`config.mk`:
```
export PLATFORM = sky130hd
export DESIGN_NAME = stepper_timed_move_sequencer_core_flat
export DESIGN_NICKNAME = d
export VERILOG_FILES = /design/src/stms_pkg.sv /design/src/stms_if.sv /design/src/stms_divider.sv /design/src/stepper_timed_move_sequencer_core.sv /design/src/flat_wrapper.sv
export VERILOG_INCLUDE_DIRS = /design/src /design/src/src
export SDC_FILE = /design/constraint.sdc
export NUM_CORES = 1
export LEC_CHECK = 0
export BUFFER_PORTS_ARGS = -buffer_cell sky130_fd_sc_hd__buf_2
export CORE_UTILIZATION = 45
export CTS_BUF_LIST = sky130_fd_sc_hd__clkbuf_16
export DETAILED_ROUTE_END_ITERATION = 16
export SKIP_CTS_REPAIR_TIMING = 1
export SLEW_MARGIN = 10
export SYNTH_ARGS = -nofsm -noshare
export SYNTH_HDL_FRONTEND = slang
export SYNTH_SLANG_ARGS = --single-unit
```
`constraint.sdc`:
```
create_clock -name clk_i -period 3.8 [get_ports clk_i]
set_input_delay 0.57 -clock clk_i [delete_from_list [all_inputs] [get_ports clk_i]]
set_output_delay 0.57 -clock clk_i [all_outputs]
set_load 0.005 [all_outputs]
```
`src/stepper_timed_move_sequencer_core_assert.svh`:
```
// Assertion macros for the timed stepper move sequencer.
// Relies on clk_i and rst_ni being visible where the macros are used.
`ifndef STEPPER_TIMED_MOVE_SEQUENCER_CORE_ASSERT_SVH
`define STEPPER_TIMED_MOVE_SEQUENCER_CORE_ASSERT_SVH

// Same-cycle implication, sampled on clk_i, off during reset
`define STMS_ASSERT_NOW(lbl, ante, cons) \
  lbl: assert property (@(posedge clk_i) disable iff (!rst_ni) (ante) |-> (cons)) \
    else $error("stms assertion failed");

// Next-cycle implication, sampled on clk_i, off during reset
`define STMS_ASSERT_NXT(lbl, ante, cons) \
  lbl: assert property (@(posedge clk_i) disable iff (!rst_ni) (ante) |=> (cons)) \
    else $error("stms assertion failed");

`endif

```
`src/stms_pkg.sv`:
```
// Shared types and constants for the timed stepper move sequencer.
// No dependencies; used by the interfaces, the divider and the top level.
package stms_pkg;

  localparam int unsigned StepW   = 16;
  localparam int unsigned TimeW   = 16;
  localparam int unsigned MagW    = 15;
  localparam int unsigned DelayW  = 13;
  localparam int unsigned CoilW   = 4;
  localparam int unsigned NumPhase = 4;
  localparam int unsigned CfgIdxW = 2;

  localparam logic [DelayW-1:0] TimeMin  = DelayW'(5);
  localparam logic [DelayW-1:0] TimeMax  = DelayW'(5000);
  localparam logic [DelayW-1:0] DelayMin = DelayW'(5);
  localparam logic [MagW-1:0]   MagMax   = MagW'(32767);

  // reset coil patterns per phase
  localparam logic [CoilW-1:0] PatReset0 = 4'b0101;
  localparam logic [CoilW-1:0] PatReset1 = 4'b0110;
  localparam logic [CoilW-1:0] PatReset2 = 4'b1010;
  localparam logic [CoilW-1:0] PatReset3 = 4'b1001;

  // request kinds
  localparam logic KindMove = 1'b0;
  localparam logic KindTick = 1'b1;

  typedef enum logic {
    ST_IDLE,
    ST_DIV
  } stms_state_e;

endpackage

```
`src/stms_if.sv`:
```
// Valid/ready channel interfaces for requests and results.
// Depends on stms_pkg for field widths.
interface stms_in_if;
  import stms_pkg::*;
  logic                    valid;
  logic                    ready;
  logic                    kind;
  logic signed [StepW-1:0] step_count;
  logic [TimeW-1:0]        move_time;

  modport source (output valid, kind, step_count, move_time, input ready);
  modport sink   (input valid, kind, step_count, move_time, output ready);
endinterface

interface stms_out_if;
  import stms_pkg::*;
  logic             valid;
  logic             ready;
  logic [CoilW-1:0] coil_bits;
  logic             busy_res;
  logic             stepped;
  logic             move_done;
  logic             rejected;

  modport source (output valid, coil_bits, busy_res, stepped, move_done, rejected,
                  input ready);
  modport sink   (input valid, coil_bits, busy_res, stepped, move_done, rejected,
                  output ready);
endinterface

```
`src/stms_divider.sv`:
```
// Restoring divider, one quotient bit per cycle, for the per-step delay.
// Depends on stms_pkg for widths.
module stms_divider (
  input  logic                          clk_i,
  input  logic                          rst_ni,
  input  logic                          start_i,
  input  logic [stms_pkg::DelayW-1:0]   dividend_i,
  input  logic [stms_pkg::MagW-1:0]     divisor_i,
  output logic                          done_o,
  output logic [stms_pkg::DelayW-1:0]   quot_o
);
  import stms_pkg::*;

  localparam int unsigned CntW = $clog2(DelayW);
  localparam logic [CntW-1:0] LastCnt = CntW'(DelayW - 1);

  logic [MagW-1:0]   rem_q, rem_d;
  logic [DelayW-1:0] quo_q, quo_d;
  logic [MagW-1:0]   dvs_q, dvs_d;
  logic [CntW-1:0]   cnt_q, cnt_d;
  logic              busy_q, busy_d;
  logic              done_q, done_d;

  logic [MagW:0]     part;
  logic              ge;

  // shift in the next dividend bit and try a subtract
  assign part = {rem_q, quo_q[DelayW-1]};
  assign ge   = (part >= {1'b0, dvs_q});

  always_comb begin
    rem_d  = rem_q;
    quo_d  = quo_q;
    dvs_d  = dvs_q;
    cnt_d  = cnt_q;
    busy_d = busy_q;
    done_d = 1'b0;
    if (start_i) begin
      rem_d  = '0;
      quo_d  = dividend_i;
      dvs_d  = divisor_i;
      cnt_d  = '0;
      busy_d = 1'b1;
    end else if (busy_q) begin
      rem_d = ge ? MagW'(part - {1'b0, dvs_q}) : part[MagW-1:0];
      quo_d = {quo_q[DelayW-2:0], ge};
      cnt_d = cnt_q + CntW'(1);
      if (cnt_q == LastCnt) begin
        busy_d = 1'b0;
        done_d = 1'b1;
      end
    end
  end

  always_ff @(posedge clk_i or negedge rst_ni) begin
    if (!rst_ni) begin
      busy_q <= 1'b0;
      done_q <= 1'b0;
      cnt_q  <= '0;
    end else begin
      busy_q <= busy_d;
      done_q <= done_d;
      cnt_q  <= cnt_d;
    end
  end

  // datapath, no reset needed
  always_ff @(posedge clk_i) begin
    rem_q <= rem_d;
    quo_q <= quo_d;
    dvs_q <= dvs_d;
  end

  assign done_o = done_q;
  assign quot_o = quo_q;

endmodule

```
`src/stepper_timed_move_sequencer_core.sv`:
```
// Top level of the timed full-step stepper sequencer.
// Depends on stms_pkg, stms_in_if/stms_out_if, stms_divider and the assert header.
//
//   channel   dir   handshake          payload
//   in_i      in    valid/ready        kind, step_count, move_time
//   res_o     out   valid/ready        coil_bits, busy_res, stepped, move_done, rejected
//   cfg       in    cfg_we_i           cfg_idx_i, cfg_wdata_i (coil patterns)
//
// A tick, a rejected command or a zero-step command writes its result when it is accepted.
// A move command is accepted, runs one divider iteration per quotient bit, then writes its result.
// The divider's one-bit-per-cycle loop sets the length of a move command.
// Reset returns patterns to 5/6/10/9 and clears all motion state.
// A request is taken when idle and the result register is free or being drained.
module stepper_timed_move_sequencer_core (
  input  logic                          clk_i,
  input  logic                          rst_ni,
  stms_in_if.sink                       in_i,
  stms_out_if.source                    res_o,
  input  logic                          cfg_we_i,
  input  logic [stms_pkg::CfgIdxW-1:0]  cfg_idx_i,
  input  logic [stms_pkg::CoilW-1:0]    cfg_wdata_i
);
  import stms_pkg::*;

  `include "stepper_timed_move_sequencer_core_assert.svh"

  stms_state_e       state_q, state_d;

  logic [CoilW-1:0]  pat_q [NumPhase];
  logic [MagW-1:0]   steps_q, steps_d;
  logic              rev_q, rev_d;
  logic [DelayW-1:0] delay_q, delay_d;
  logic [DelayW-1:0] tick_q, tick_d;
  logic [1:0]        phase_q, phase_d;
  logic [CoilW-1:0]  coil_q, coil_d;
  logic              moving_q, moving_d;

  logic              ov_q, ov_d;
  logic              o_step_q, o_step_d;
  logic              o_done_q, o_done_d;
  logic              o_rej_q, o_rej_d;

  logic              accept;
  logic              div_start;
  logic              div_done;
  logic [DelayW-1:0] div_quot;

  logic [StepW-1:0]  raw;
  logic [StepW-1:0]  mag16;
  logic [MagW-1:0]   mag;
  logic [DelayW-1:0] tim_c;
  logic [DelayW-1:0] tick_inc;
  logic [MagW-1:0]   steps_dec;

  assign in_i.ready = (state_q == ST_IDLE) && (!ov_q || res_o.ready);
  assign accept     = in_i.valid && in_i.ready;

  // step magnitude with saturation of the most negative count
  assign raw   = $unsigned(in_i.step_count);
  assign mag16 = raw[StepW-1] ? (StepW'(0) - raw) : raw;
  assign mag   = mag16[StepW-1] ? MagMax : mag16[MagW-1:0];

  // move time clamped to the legal window
  always_comb begin
    if (in_i.move_time < TimeW'(TimeMin)) begin
      tim_c = TimeMin;
    end else if (in_i.move_time > TimeW'(TimeMax)) begin
      tim_c = TimeMax;
    end else begin
      tim_c = in_i.move_time[DelayW-1:0];
    end
  end

  assign tick_inc  = tick_q + DelayW'(1);
  assign steps_dec = steps_q - MagW'(1);

  stms_divider u_div (
    .clk_i      (clk_i),
    .rst_ni     (rst_ni),
    .start_i    (div_start),
    .dividend_i (tim_c),
    .divisor_i  (mag),
    .done_o     (div_done),
    .quot_o     (div_quot)
  );

  // sequencer: next state, motion state and result register
  always_comb begin
    state_d   = state_q;
    steps_d   = steps_q;
    rev_d     = rev_q;
    delay_d   = delay_q;
    tick_d    = tick_q;
    phase_d   = phase_q;
    coil_d    = coil_q;
    moving_d  = moving_q;
    ov_d      = ov_q && !res_o.ready;
    o_step_d  = o_step_q;
    o_done_d  = o_done_q;
    o_rej_d   = o_rej_q;
    div_start = 1'b0;

    unique case (state_q)
      ST_IDLE: begin
        if (accept) begin
          ov_d     = 1'b1;
          o_step_d = 1'b0;
          o_done_d = 1'b0;
          o_rej_d  = 1'b0;
          if (in_i.kind == KindMove) begin
            if (moving_q) begin
              o_rej_d = 1'b1;
            end else if (mag == '0) begin
              o_done_d = 1'b1;
            end else begin
              // result written once the divider finishes
              ov_d      = 1'b0;
              steps_d   = mag;
              rev_d     = raw[StepW-1];
              div_start = 1'b1;
              state_d   = ST_DIV;
            end
          end else if (moving_q) begin
            tick_d = tick_inc;
            if (tick_inc >= delay_q) begin
              tick_d   = '0;
              phase_d  = rev_q ? (phase_q - 2'd1) : (phase_q + 2'd1);
              coil_d   = pat_q[phase_d];
              o_step_d = 1'b1;
              steps_d  = steps_dec;
              if (steps_dec == '0) begin
                moving_d = 1'b0;
                o_done_d = 1'b1;
              end
            end
          end
        end
      end
      ST_DIV: begin
        if (div_done) begin
          delay_d  = (div_quot < DelayMin) ? DelayMin : div_quot;
          tick_d   = '0;
          moving_d = 1'b1;
          ov_d     = 1'b1;
          state_d  = ST_IDLE;
        end
      end
      default: begin
        state_d = ST_IDLE;
      end
    endcase
  end

  always_ff @(posedge clk_i or negedge rst_ni) begin
    if (!rst_ni) begin
      state_q  <= ST_IDLE;
      steps_q  <= '0;
      rev_q    <= 1'b0;
      delay_q  <= DelayMin;
      tick_q   <= '0;
      phase_q  <= '0;
      coil_q   <= '0;
      moving_q <= 1'b0;
      ov_q     <= 1'b0;
    end else begin
      state_q  <= state_d;
      steps_q  <= steps_d;
      rev_q    <= rev_d;
      delay_q  <= delay_d;
      tick_q   <= tick_d;
      phase_q  <= phase_d;
      coil_q   <= coil_d;
      moving_q <= moving_d;
      ov_q     <= ov_d;
    end
  end

  // result flags, only read while valid
  always_ff @(posedge clk_i) begin
    o_step_q <= o_step_d;
    o_done_q <= o_done_d;
    o_rej_q  <= o_rej_d;
  end

  // coil pattern registers
  always_ff @(posedge clk_i or negedge rst_ni) begin
    if (!rst_ni) begin
      pat_q[0] <= PatReset0;
      pat_q[1] <= PatReset1;
      pat_q[2] <= PatReset2;
      pat_q[3] <= PatReset3;
    end else if (cfg_we_i) begin
      pat_q[cfg_idx_i] <= cfg_wdata_i;
    end
  end

  assign res_o.valid     = ov_q;
  assign res_o.coil_bits = coil_q;
  assign res_o.busy_res  = moving_q;
  assign res_o.stepped   = o_step_q;
  assign res_o.move_done = o_done_q;
  assign res_o.rejected  = o_rej_q;

  // checks
  `STMS_ASSERT_NOW(a_no_req_in_div, state_q == ST_DIV, !in_i.ready)
  `STMS_ASSERT_NOW(a_div_done_in_div, div_done, state_q == ST_DIV)
  `STMS_ASSERT_NOW(a_done_not_busy, ov_q && o_done_q, !moving_q)
  `STMS_ASSERT_NOW(a_reject_busy, ov_q && o_rej_q, moving_q)
  `STMS_ASSERT_NXT(a_div_leaves, state_q == ST_DIV && div_done, moving_q && ov_q)

endmodule
```
`src/flat_wrapper.sv`:
```
// flat-port wrapper written by rule: the top's interface ports become plain ports
module stepper_timed_move_sequencer_core_flat import stms_pkg::*;
  (clk_i, rst_ni, cfg_we_i, cfg_idx_i, cfg_wdata_i, in_i_valid, in_i_kind, in_i_step_count, in_i_move_time, in_i_ready, res_o_valid, res_o_coil_bits, res_o_busy_res, res_o_stepped, res_o_move_done, res_o_rejected, res_o_ready);
  stms_in_if in_i_i ();
  stms_out_if res_o_i ();
  input  logic clk_i;
  input  logic rst_ni;
  input  logic cfg_we_i;
  input  logic [stms_pkg::CfgIdxW-1:0] cfg_idx_i;
  input  logic [stms_pkg::CoilW-1:0] cfg_wdata_i;
  input wire logic [$bits(in_i_i.valid)-1:0] in_i_valid;
  input wire logic [$bits(in_i_i.kind)-1:0] in_i_kind;
  input wire logic [$bits(in_i_i.step_count)-1:0] in_i_step_count;
  input wire logic [$bits(in_i_i.move_time)-1:0] in_i_move_time;
  output wire logic [$bits(in_i_i.ready)-1:0] in_i_ready;
  output wire logic [$bits(res_o_i.valid)-1:0] res_o_valid;
  output wire logic [$bits(res_o_i.coil_bits)-1:0] res_o_coil_bits;
  output wire logic [$bits(res_o_i.busy_res)-1:0] res_o_busy_res;
  output wire logic [$bits(res_o_i.stepped)-1:0] res_o_stepped;
  output wire logic [$bits(res_o_i.move_done)-1:0] res_o_move_done;
  output wire logic [$bits(res_o_i.rejected)-1:0] res_o_rejected;
  input wire logic [$bits(res_o_i.ready)-1:0] res_o_ready;
  assign in_i_i.valid = in_i_valid;
  assign in_i_i.kind = in_i_kind;
  assign in_i_i.step_count = in_i_step_count;
  assign in_i_i.move_time = in_i_move_time;
  assign in_i_ready = in_i_i.ready;
  assign res_o_valid = res_o_i.valid;
  assign res_o_coil_bits = res_o_i.coil_bits;
  assign res_o_busy_res = res_o_i.busy_res;
  assign res_o_stepped = res_o_i.stepped;
  assign res_o_move_done = res_o_i.move_done;
  assign res_o_rejected = res_o_i.rejected;
  assign res_o_i.ready = res_o_ready;
  stepper_timed_move_sequencer_core u_core (.clk_i(clk_i), .rst_ni(rst_ni), .in_i(in_i_i), .res_o(res_o_i), .cfg_we_i(cfg_we_i), .cfg_idx_i(cfg_idx_i), .cfg_wdata_i(cfg_wdata_i));
endmodule
```
==> impl_metrics.prom, run 1 <==
# TYPE chip_impl_metric gauge
chip_impl_metric{name="tightestPinTransition",unit="ns"} 0.875
chip_impl_metric{name="boundaryPins",unit=""} 54
chip_impl_metric{name="netlist-cell-type-count",unit=""} 76
chip_impl_metric{name="route.detailed.wl_per_inst",unit="um"} 16.4
chip_impl_metric{name="timing.final.hold_violations",unit=""} 0
chip_impl_metric{name="synth-seq-cells",unit=""} 119
chip_impl_metric{name="drv_cap",unit=""} 0
chip_impl_info{name="timing.rr.start",value="u_core.tick_q[3]"} 1
chip_impl_metric{name="port_buffers",unit=""} 53
chip_impl_metric{name="grt_start_max_net_pins",unit=""} 34
chip_impl_metric{name="first_pass_iters",unit=""} 5
chip_impl_metric{name="clock_path_buffers",unit=""} 2
chip_impl_metric{name="shortest_period_the_worst_path_allows",unit="ns"} 3.46
chip_impl_metric{name="insertedDiodeCount",unit=""} 0
chip_impl_metric{name="place.detailed.instances",unit=""} 995
chip_impl_info{name="tritoncts",value="done"} 1
chip_impl_metric{name="synth.yosys.warnings",unit=""} 0
chip_impl_metric{name="maximum_fanout_along_the_worst_path",unit=""} 14
chip_impl_metric{name="chip_width",unit="um"} 129
chip_impl_metric{name="groute.usage.overall",unit="%"} 21.8
chip_impl_metric{name="grt-ovfl-total",unit=""} 0
chip_impl_metric{name="ys_async_rst_share",unit="%"} 61.3
chip_impl_metric{name="area_delta_synth_final",unit="%"} 14.7
chip_impl_metric{name="antenna_found_initial",unit=""} 0
chip_impl_metric{name="die_y",unit="um"} 129
chip_impl_metric{name="post-route-drc-count",unit=""} 0
chip_impl_metric{name="leakage",unit="uW"} 0.00361
chip_impl_info{name="timing.critical_path.to_type",value="flop"} 1
chip_impl_metric{name="path_clk_slew",unit="ns"} 0.06
chip_impl_metric{name="ff2ff_setup_slack",unit="ns"} 0.34
chip_impl_metric{name="cts-buffers-inserted",unit=""} 17
chip_impl_metric{name="timing.clock.skew",unit="ns"} 0.00911
chip_impl_metric{name="report.final.slew_viol_count",unit=""} 0
chip_impl_metric{name="via_per_inst",unit=""} 5.61
chip_impl_metric{name="clkSinkCount",unit=""} 119
chip_impl_metric{name="worst_skew_pair.late_latency",unit="ns"} 0.42
chip_impl_info{name="cpMostUsedCell",value="nor2_1"} 1
chip_impl_metric{name="mappedNetlistNets",unit=""} 829
chip_impl_metric{name="totalWireLength",unit="mm"} 16.8
chip_impl_metric{name="max_clock_freq",unit="GHz"} 0.289
chip_impl_metric{name="detail-route-antenna-nets",unit=""} 0
chip_impl_info{name="worstSetupPathType",value="flop to flop"} 1
chip_impl_metric{name="hpwlAfterDp",unit="mm"} 12.5
chip_impl_metric{name="finalSetupViolations",unit=""} 0
chip_impl_metric{name="r2r_cells",unit=""} 14
chip_impl_metric{name="design_power_total",unit="uW"} 5880
chip_impl_info{name="cp_cell_sequence",value="nand3_1 > nor2_1 > and2_1 > and3_1 > nand2_1 > nor2_1 > xnor2_1 > ha_1 > or4_1 > a21oi_1 > o21a_1 > or2_2 > o21ai_2 > o221a_2"} 1
chip_impl_metric{name="slew_headroom",unit="%"} 41.5
chip_impl_metric{name="critPathRequiredTime",unit="ns"} 4.10
chip_impl_metric{name="first_global_vias",unit=""} 5728
chip_impl_info{name="start_kind",value="flop"} 1
chip_impl_metric{name="synth_area_per_cell",unit="um^2"} 9.62
chip_impl_metric{name="syn-cell-area",unit="mm^2"} 0.00722
chip_impl_metric{name="die_area",unit="mm^2"} 0.0165
chip_impl_info{name="clock-root-buffer",value="clkbuf_16"} 1
chip_impl_info{name="cpMaxStageDelayCell",value="or4_1"} 1
chip_impl_info{name="synth_ff_type",value="dfrtp_1"} 1
chip_impl_metric{name="period_share",unit="%"} 91.1
chip_impl_metric{name="core.rowCount",unit=""} 45
chip_impl_metric{name="synth_enable_flop_cells",unit=""} 31
chip_impl_metric{name="tns",unit="ns"} 0
chip_impl_metric{name="gp_routability_congestion",unit=""} 0.840
chip_impl_metric{name="final_layout_size_suffix_gt1_share",unit="%"} 19.9
chip_impl_metric{name="core_region_area",unit="mm^2"} 0.0154
chip_impl_metric{name="initial_core_util",unit="%"} 46.8
chip_impl_metric{name="max_incr_delay_on_cp",unit="ns"} 0.49
chip_impl_metric{name="cp.arrival",unit="ns"} 3.76
chip_impl_info{name="worstReg2RegEnd",value="u_core.steps_q[12]"} 1
chip_impl_info{name="rsz_0062_raised_after_global_routing",value="false"} 1
chip_impl_metric{name="syn_inst_count",unit=""} 750
chip_impl_metric{name="stdcell_count",unit=""} 1027
chip_impl_metric{name="htree_num_levels",unit=""} 4
chip_impl_metric{name="num-nets-final",unit=""} 882
chip_impl_metric{name="wire_length_of_the_first_global_routing_pass",unit="mm"} 28.2
chip_impl_info{name="run_status",value="complete, no violations"} 1
chip_impl_metric{name="irDropWorstVdd",unit="V"} 0.000356
chip_impl_metric{name="power.density_cell_area",unit="mW/mm^2"} 710
chip_impl_info{name="path_class_of_the_lowest_slack_min_delay_path",value="input port to async pin"} 1
chip_impl_metric{name="vias",unit=""} 5757
chip_impl_metric{name="seq_area_frac_synth",unit="%"} 42.5
chip_impl_metric{name="starting_drt_drc_count",unit=""} 383
[through the flow]
step	cell area (um^2)	worst slack, ns	hold slack, ns	util [%]
after floorplan	7220	0.376	0.274	-
after global placement	7710	0.298	0.445	50.0
after detailed placement	7710	0.195	0.458	50.0
after CTS	8270	0.242	0.129	53.6
after global routing	8280	0.0542	0.157	53.7
final	8280	0.339	0.134	53.7
[worst max path at each step]
stage	from	to	slack [ns]	depth (start not counted)
finish	u_core.tick_q[3]	u_core.steps_q[12]	0.34	14
global route	u_core.tick_q[3]	u_core.steps_q[12]	0.05	14
CTS	u_core.tick_q[1]	u_core.steps_q[2]	0.24	12
detailed placement	in_i_step_count[0]	u_core.u_div.quot_o[3]	0.20	10
global placement	in_i_step_count[0]	u_core.u_div.quot_o[3]	0.30	10
floorplan	in_i_step_count[5]	u_core.u_div.quot_o[0]	0.38	11
[state kept, by name, summed over array words and instances (netlist names)]
| signal | count |
|---|---|
| u_core.delay_q | 13 |
| u_core.pat_q | 16 |
| u_core.phase_q | 2 |
| u_core.res_o.busy_res | 1 |
| u_core.res_o.coil_bits | 4 |
| u_core.res_o.move_done | 1 |
| u_core.res_o.rejected | 1 |
| u_core.res_o.stepped | 1 |
| u_core.res_o.valid | 1 |
| u_core.rev_q | 1 |
| u_core.state_q | 1 |
| u_core.steps_q | 15 |
| u_core.tick_q | 13 |
| u_core.u_div.busy_q | 1 |
| u_core.u_div.cnt_q | 4 |
| u_core.u_div.done_o | 1 |
| u_core.u_div.dvs_q | 15 |
| u_core.u_div.quot_o | 13 |
| u_core.u_div.rem_q | 15 |
[cells by family (layout without fill, tap and decap cells)]
| family | count (synthesis) | in the layout | share of synthesized area, % |
|---|---|---|---|
| flops | 119 | 119 | 42.5 |
| fa+ha+maj | 35 | 35 | 6.17 |
| simple gates | 261 | 261 | 18.2 |
| compound gates | 175 | 175 | 16.9 |
| buf+inv | 81 | 147 | 4.79 |
| mux | 41 | 41 | 6.74 |
| xor+xnor | 38 | 38 | 4.61 |
[synth_stat cells (all sizes together) (10+ instances only)]
cell type | instances | share of area [%]
a21oi | 32 | 2.2
ha | 34 | 5.9
edfxtp | 31 | 13
mux2 | 21 | 3.3
nand2 | 66 | 3.4
a211oi | 22 | 2.7
a32o | 10 | 1.4
dfxtp | 15 | 4.2
xnor2 | 21 | 2.5
clkbuf | 24 | 1.2
buf | 11 | 1.1
mux2i | 16 | 2.2
xor2 | 17 | 2.1
dfstp | 10 | 3.6
nand3 | 25 | 1.7
nor2 | 64 | 3.3
nor3 | 26 | 1.9
dfrtp | 63 | 22
inv | 45 | 2.4
o21ai | 52 | 3.7
[final cells by class]
class,count,area [um^2]
timing repair buffer,69,385
fill,1420,7150
multi-input combinational,550,3820
tap,211,264
clock buffer,19,475
inverter,46,175
clock inverter,13,90.1
sequential,119,3070
[critical path, delay by kind of cell (launching register included)]
kind / cells / cell delay, ns
AND/OR/NAND/NOR: 8 / 1.70
AO/OA/AOI/OAI: 4 / 0.91
flip-flops: 1 / 0.41
adder cells (fa/ha/maj): 1 / 0.20
XOR/XNOR: 1 / 0.11
[cells in the final DEF (no fill, tap or decap), types with 17 or more instances in the layout]
cell type,netlist,routed
o21ai_0,49,49
edfxtp_1,31,31
clkbuf_16,0,19
nand3_1,25,25
xnor2_1,21,21
a21oi_1,32,32
nor2_1,64,64
nor3_1,24,23
nand2_1,66,66
inv_1,44,44
xor2_1,17,17
dfrtp_1,63,63
buf_2,4,53
mux2_2,21,21
ha_1,34,34
[layer usage]
metal  up-vias  GRT usage, %  share of wire [%]
met5         -             0                  0
met2       116          36.4                 49
met1      2766          28.3                 46
li1       2852             -                  -
met3        23          4.45                3.3
met4         0          7.47                1.8
[where the power goes]
group / switching (uW) / internal [uW] / total, uW
Sequential: 321 / 1780 / 2100
Combinational: 1230 / 1040 / 2270
Clock: 604 / 911 / 1520
Power figures use the tool's default switching activity.
==> run 2, diff against run 1 <==
- CORE_MARGIN: default -> 8
==> run 2 against run 1 <==
Total power is 0.65% higher. Clock power about the same. Sequential share of layout area down 0.16 points. Worst setup slack worse by 0.055 ns. Critical path type unchanged. Highest routed layer unchanged. Via count fell by 0.26%. Clock-buffer cell count increased by 1. Register-to-register slack worse by 0.06 ns. Clock skew increased by 0.0018 ns. Final cell count grew 0.49%. Wire length up 1.2%.
==> impl_metrics.prom, run 2 (same netlist as run 1, synthesis figures left out) <==
# TYPE chip_impl_metric gauge
chip_impl_info{name="run_status",value="complete, no violations"} 1
chip_impl_info{name="mostFrequentLayoutCell",value="nand2_1"} 1
chip_impl_metric{name="cp.arrival",unit="ns"} 3.81
chip_impl_info{name="regMostFlops",value="u_core.pat_q"} 1
chip_impl_metric{name="finalSetupViolations",unit=""} 0
chip_impl_metric{name="slew_headroom",unit="%"} 37.0
chip_impl_info{name="start_kind",value="flop"} 1
chip_impl_info{name="path_class_of_the_lowest_slack_min_delay_path",value="input port to async pin"} 1
chip_impl_metric{name="first_pass_iters",unit=""} 5
chip_impl_info{name="worstSetupPathType",value="flop to flop"} 1
chip_impl_metric{name="maximum_fanout_along_the_worst_path",unit=""} 14
chip_impl_metric{name="clkSinkCount",unit=""} 119
chip_impl_metric{name="irDropWorstVdd",unit="V"} 0.000398
chip_impl_metric{name="totalWireLength",unit="mm"} 17.0
chip_impl_metric{name="largest_register_ffs",unit=""} 16
chip_impl_info{name="tritoncts",value="done"} 1
chip_impl_metric{name="area_delta_synth_final",unit="%"} 15.2
chip_impl_metric{name="max_clock_freq",unit="GHz"} 0.284
chip_impl_metric{name="leakage",unit="uW"} 0.00364
chip_impl_metric{name="initial_core_util",unit="%"} 45.8
chip_impl_metric{name="max_incr_delay_on_cp",unit="ns"} 0.50
chip_impl_metric{name="final_layout_size_suffix_gt1_share",unit="%"} 19.2
chip_impl_metric{name="first_global_vias",unit=""} 5820
chip_impl_metric{name="place.detailed.instances",unit=""} 1000
chip_impl_metric{name="groute.usage.overall",unit="%"} 17.6
chip_impl_metric{name="net-switching-power",unit="uW"} 2100
chip_impl_metric{name="final_core_utilization",unit="%"} 52.7
chip_impl_metric{name="combinationalPowerShare",unit="%"} 38.4
chip_impl_info{name="timing.critical_path.to_type",value="flop"} 1
chip_impl_metric{name="post-route-drc-count",unit=""} 0
chip_impl_metric{name="tightestPinTransition",unit="ns"} 0.945
chip_impl_info{name="cpMostUsedCell",value="nor2_1"} 1
chip_impl_metric{name="preCtsSetupSlack",unit="ns"} 0.149
chip_impl_metric{name="stdcell_count",unit=""} 1032
chip_impl_metric{name="htree_num_levels",unit=""} 4
chip_impl_metric{name="gp_routability_congestion",unit=""} 0.876
chip_impl_metric{name="num-nets-final",unit=""} 882
chip_impl_metric{name="path_clk_slew",unit="ns"} 0.05
chip_impl_metric{name="grt-ovfl-total",unit=""} 0
chip_impl_metric{name="timing.clock.skew",unit="ns"} 0.0109
chip_impl_metric{name="clock_power_share",unit="%"} 26.2
chip_impl_metric{name="vias",unit=""} 5742
chip_impl_metric{name="boundaryPins",unit=""} 54
chip_impl_metric{name="insertedDiodeCount",unit=""} 0
chip_impl_info{name="clock-root-buffer",value="clkbuf_16"} 1
chip_impl_metric{name="die_y",unit="um"} 143
chip_impl_metric{name="critPathRequiredTime",unit="ns"} 4.10
chip_impl_metric{name="nFillCells",unit=""} 1471
chip_impl_info{name="cpMaxStageDelayCell",value="or4_1"} 1
chip_impl_info{name="layout_common_cells",value="nand2_1, nor2_1, dfrtp_1, buf_2, o21ai_0"} 1
chip_impl_metric{name="multi_input_comb_area",unit="mm^2"} 0.00382
chip_impl_info{name="rsz_0062_raised_after_global_routing",value="false"} 1
chip_impl_metric{name="die_area",unit="mm^2"} 0.0203
chip_impl_metric{name="antenna_found_initial",unit=""} 0
chip_impl_info{name="cp_cell_sequence",value="nand3_1 > nor2_1 > and2_1 > and3_1 > nand2_1 > nor2_1 > xnor2_1 > ha_1 > or4_1 > a21oi_1 > o21a_1 > or2_2 > o21ai_2 > o221a_2"} 1
chip_impl_metric{name="drv_cap",unit=""} 0
chip_impl_metric{name="timing.final.hold_violations",unit=""} 0
chip_impl_metric{name="sequential_cell_area",unit="mm^2"} 0.00307
chip_impl_metric{name="clock_path_buffers",unit=""} 2
chip_impl_metric{name="port_buffers",unit=""} 53
chip_impl_metric{name="setup_slack",unit="ns"} 0.283
chip_impl_metric{name="hpwlAfterDp",unit="mm"} 12.8
chip_impl_metric{name="starting_drt_drc_count",unit=""} 392
chip_impl_metric{name="power_switching_share",unit="%"} 35.4
chip_impl_metric{name="route.detailed.wl_per_inst",unit="um"} 16.5
chip_impl_metric{name="worst_skew_pair.late_latency",unit="ns"} 0.41
chip_impl_metric{name="period_share",unit="%"} 92.5
chip_impl_metric{name="wire_length_of_the_first_global_routing_pass",unit="mm"} 28.5
chip_impl_metric{name="detail-route-antenna-nets",unit=""} 0
chip_impl_metric{name="shortest_period_the_worst_path_allows",unit="ns"} 3.52
chip_impl_metric{name="grt_start_max_net_pins",unit=""} 42
chip_impl_metric{name="via_per_inst",unit=""} 5.56
chip_impl_metric{name="core_region_area",unit="mm^2"} 0.0158
chip_impl_metric{name="intPower",unit="uW"} 3820
chip_impl_metric{name="register_share_of_total_power",unit="%"} 35.5
chip_impl_metric{name="tns",unit="ns"} 0
chip_impl_metric{name="cts-buffers-inserted",unit=""} 17
chip_impl_metric{name="report.final.slew_viol_count",unit=""} 0
chip_impl_metric{name="core.rowCount",unit=""} 46
chip_impl_metric{name="hold_ws",unit="ns"} 0.309
chip_impl_metric{name="power.density_cell_area",unit="mW/mm^2"} 712
chip_impl_metric{name="chip_width",unit="um"} 143
## run 2: path summary, 6_finish.rpt
kind                                     start            endpoint  slack [ns]  cells after the start
min reg2reg                u_core.u_div.done_o      u_core.state_q        0.46                      1
min in group clk_i              cfg_wdata_i[2]     u_core.pat_q[6]        0.44                      2
min                                     rst_ni     u_core.pat_q[4]        0.31                      1
max reg2reg                   u_core.tick_q[2]  u_core.steps_q[12]        0.28                     14
max                           u_core.tick_q[2]  u_core.steps_q[12]        0.28                     14
max in group asynchronous               rst_ni   u_core.delay_q[0]        2.62                      2
## run 2: layer usage
layer  track usage, %  vias up  part of all wire [%]
met5                0        -                     0
met4             6.77        0                   1.9
met3             4.27       26                   3.9
met2             29.1      109                    48
met1             21.8     2762                    46
li1                 -     2845                     -
## run 2: metrics by stage
stage	total power [uW]	area, um^2
after floorplan	3760	7220
after global placement	4290	7730
after detailed placement	4390	7730
after CTS	5970	8310
after global routing	6370	8310
final	5920	8310
## run 2: worst max-delay path, delay by kind of cell (launching register included)
kind                     cells  cell delay (ns)
AO/OA/AOI/OAI                4             0.88
XOR/XNOR                     1             0.10
adder cells (fa/ha/maj)      1             0.20
flip-flops                   1             0.45
AND/OR/NAND/NOR              8             1.77
## run 2: area by class of cell
type                    instances  share of cell area, %
flip-flops and latches        119                   36.9
multi-input cells             550                   45.9
well taps                     216                   3.25
repair buffers                 69                   4.79
clock buffers                  20                   6.02
clock inverters                12                  0.978
inverters                      46                   2.11
## run 2: power by group through the flow
stage	Combinational (uW)	Clock, uW	Sequential [uW]
after floorplan	1770	0	2000
after global placement	2190	0	2100
after detailed placement	2270	0	2120
after CTS	2280	1590	2100
after global routing	2580	1630	2160
final	2270	1550	2100
==> run 3, diff against run 2 <==
==> constraint.sdc (replaced) <==
create_clock -name clk_i -period 3.8 [get_ports clk_i]
set_input_delay 0.76 -clock clk_i [delete_from_list [all_inputs] [get_ports clk_i]]
set_output_delay 0.76 -clock clk_i [all_outputs]
set_load 0.005 [all_outputs]
==> run 3 against run 2 <==
First-iteration DRC count down 10%. Clock skew down 0.0021 ns. Die area unchanged. Worst setup slack better by 0.077 ns. Global-route usage about the same. Combinational power about the same. Core utilization up 0.65 points. Final cell count up 0.68%. Clock power up 5%. Fmax up 2.2%. Clock-buffer cell count unchanged. Critical path type unchanged. Critical endpoint is now u_core.res_o.move_done.
==> impl_metrics.prom, run 3 (same netlist as run 1, synthesis figures left out) <==
# TYPE chip_impl_metric gauge
chip_impl_metric{name="cp.arrival",unit="ns"} 3.67
chip_impl_metric{name="grt_start_max_net_pins",unit=""} 74
chip_impl_metric{name="slew_headroom",unit="%"} 24.4
chip_impl_info{name="timing.rr.start",value="u_core.tick_q[3]"} 1
chip_impl_metric{name="largest_register_ffs",unit=""} 16
chip_impl_metric{name="path_clk_slew",unit="ns"} 0.06
chip_impl_metric{name="leakage",unit="uW"} 0.00370
chip_impl_metric{name="grt.met3_usage",unit="%"} 3.94
chip_impl_metric{name="final_core_utilization",unit="%"} 53.4
chip_impl_metric{name="maximum_fanout_along_the_worst_path",unit=""} 14
chip_impl_metric{name="via_per_inst",unit=""} 5.61
chip_impl_metric{name="die_area",unit="mm^2"} 0.0203
chip_impl_metric{name="register_share_of_total_power",unit="%"} 35.6
chip_impl_metric{name="min_path_cells",unit=""} 1
chip_impl_metric{name="drv_cap",unit=""} 0
chip_impl_metric{name="post-route-drc-count",unit=""} 0
chip_impl_metric{name="vias",unit=""} 5832
chip_impl_metric{name="finalSetupViolations",unit=""} 0
chip_impl_info{name="worstSetupPathType",value="flop to flop"} 1
chip_impl_info{name="worst_hold_startpoint",value="u_core.u_div.done_o"} 1
chip_impl_metric{name="r2r_cells",unit=""} 12
chip_impl_info{name="clock-root-buffer",value="clkbuf_16"} 1
chip_impl_metric{name="timing.clock.skew",unit="ns"} 0.00878
chip_impl_metric{name="report.final.slew_viol_count",unit=""} 0
chip_impl_metric{name="tns",unit="ns"} 0
chip_impl_metric{name="power_switching_share",unit="%"} 35.0
chip_impl_metric{name="antenna_found_initial",unit=""} 0
chip_impl_info{name="timing.hold.worst_endpoint",value="u_core.state_q"} 1
chip_impl_metric{name="chip_width",unit="um"} 143
chip_impl_metric{name="starting_drt_drc_count",unit=""} 351
chip_impl_metric{name="hold_ws",unit="ns"} 0.467
chip_impl_metric{name="groute.usage.overall",unit="%"} 17.6
chip_impl_info{name="start_kind",value="flop"} 1
chip_impl_metric{name="routing_usage_on_met1",unit="%"} 21.9
chip_impl_metric{name="net-switching-power",unit="uW"} 2110
chip_impl_metric{name="final_layout_size_suffix_gt1_share",unit="%"} 20.0
chip_impl_metric{name="route.detailed.wl_per_inst",unit="um"} 16.5
chip_impl_metric{name="first_pass_iters",unit=""} 5
chip_impl_metric{name="gp_routability_congestion",unit=""} 0.903
chip_impl_metric{name="critPathRequiredTime",unit="ns"} 4.03
chip_impl_metric{name="cts-buffers-inserted",unit=""} 17
chip_impl_metric{name="insertedDiodeCount",unit=""} 0
chip_impl_metric{name="boundaryPins",unit=""} 54
chip_impl_metric{name="wire_length_of_the_first_global_routing_pass",unit="mm"} 28.6
chip_impl_metric{name="htree_num_levels",unit=""} 4
chip_impl_metric{name="area_delta_synth_final",unit="%"} 16.6
chip_impl_metric{name="clkSinkCount",unit=""} 119
chip_impl_info{name="path_class_of_the_lowest_slack_min_delay_path",value="flop to flop"} 1
chip_impl_metric{name="port_buffers",unit=""} 53
chip_impl_info{name="tritoncts",value="done"} 1
chip_impl_metric{name="core_region_area",unit="mm^2"} 0.0158
chip_impl_metric{name="hpwlAfterDp",unit="mm"} 12.8
chip_impl_metric{name="grt-ovfl-total",unit=""} 0
chip_impl_info{name="run_status",value="complete, no violations"} 1
chip_impl_metric{name="ff2ff_setup_slack",unit="ns"} 0.36
chip_impl_info{name="regMostFlops",value="u_core.pat_q"} 1
chip_impl_metric{name="dpl_cell_area",unit="mm^2"} 0.00780
chip_impl_metric{name="num-nets-final",unit=""} 889
chip_impl_metric{name="shortest_period_the_worst_path_allows",unit="ns"} 3.44
chip_impl_metric{name="detail-route-antenna-nets",unit=""} 0
chip_impl_metric{name="worst_skew_pair.late_latency",unit="ns"} 0.41
chip_impl_info{name="layout_common_cells",value="nand2_1, nor2_1, dfrtp_1, buf_2"} 1
chip_impl_metric{name="core.rowCount",unit=""} 46
chip_impl_metric{name="final_design_area_no_fill",unit="mm^2"} 0.00842
chip_impl_metric{name="power.density_cell_area",unit="mW/mm^2"} 715
chip_impl_metric{name="intPower",unit="uW"} 3920
chip_impl_metric{name="clock_path_buffers",unit=""} 2
chip_impl_metric{name="initial_core_util",unit="%"} 45.8
chip_impl_metric{name="tightestPinTransition",unit="ns"} 1.13
chip_impl_info{name="mostFrequentLayoutCell",value="nand2_1"} 1
chip_impl_metric{name="timing.final.hold_violations",unit=""} 0
chip_impl_metric{name="period_share",unit="%"} 90.5
chip_impl_metric{name="combinationalPowerShare",unit="%"} 37.4
chip_impl_metric{name="max_clock_freq",unit="GHz"} 0.291
chip_impl_metric{name="first_global_vias",unit=""} 5972
chip_impl_info{name="worstReg2RegEnd",value="u_core.res_o.move_done"} 1
chip_impl_info{name="grt.busiest_layer",value="met2"} 1
chip_impl_metric{name="irDropWorstVdd",unit="V"} 0.000356
chip_impl_metric{name="grt.met2_usage",unit="%"} 28.9
chip_impl_info{name="rsz_0062_raised_after_global_routing",value="false"} 1
chip_impl_metric{name="die_y",unit="um"} 143
chip_impl_info{name="timing.critical_path.to_type",value="flop"} 1
chip_impl_metric{name="totalWireLength",unit="mm"} 17.2
chip_impl_metric{name="clock_power_share",unit="%"} 27.0
run 3: final cells by class:
cell class / instances / area, um^2
Clock buffer: 20 / 500
Clock inverter: 12 / 106
Fill cell: 1452 / 7350
Inverter: 46 / 175
Multi-Input combinational cell: 550 / 3820
Sequential cell: 119 / 3070
Tap cell: 216 / 270
Timing Repair Buffer: 76 / 475
run 3: worst max path at each step:
| stage | startpoint | to | slack [ns] | cells past startpoint |
|---|---|---|---|---|
| 2_1_floorplan | in_i_step_count[5] | u_core.u_div.quot_o[0] | 0.19 | 11 |
| 3_3_place_gp | in_i_step_count[0] | u_core.u_div.quot_o[6] | 0.21 | 12 |
| 3_5_place_dp | in_i_step_count[0] | u_core.u_div.quot_o[6] | 0.09 | 12 |
| 4_1_cts | u_core.tick_q[3] | u_core.res_o.coil_bits[3] | 0.09 | 12 |
| 5_1_grt | u_core.tick_q[3] | u_core.steps_q[12] | 0.1 | 14 |
| 6_report | u_core.tick_q[3] | u_core.res_o.move_done | 0.36 | 12 |
run 3: critical path: stages (launching register included):
cell      delay, ns
dfrtp_1        0.40
nand3_1        0.12
nor2_1         0.14
and2_1         0.17
and3_1         0.23
nand3_1        0.12
xnor2_1        0.17
ha_1           0.31
o211ai_1       0.09
o21a_1         0.23
or2_2          0.46
or4_1          0.59
o21ai_0        0.24
run 3: metrics by stage:
stage | setup slack [ns] | total power [uW] | std cells
detailed placement | 0.0874 | 4410 | 1007
finish | 0.360 | 6020 | 1039
global placement | 0.214 | 4330 | 1007
floorplan | 0.186 | 3760 | 750
CTS | 0.0938 | 6060 | 1039
global route | 0.0951 | 6470 | 1039
run 3: layer usage:
metal,vias to the layer above,share of wire [%]
met5,-,0
met1,2827,46
li1,2860,-
met3,35,3.4
met4,0,2.7
met2,110,48
run 3: power by group through the flow:
| stage | combinational [uW] | sequential [uW] | clock (uW) |
|---|---|---|---|
| after floorplan | 1770 | 2000 | 0 |
| after global placement | 2180 | 2150 | 0 |
| after detailed placement | 2260 | 2160 | 0 |
| after CTS | 2270 | 2140 | 1650 |
| after global routing | 2560 | 2200 | 1710 |
| final | 2250 | 2140 | 1620 |
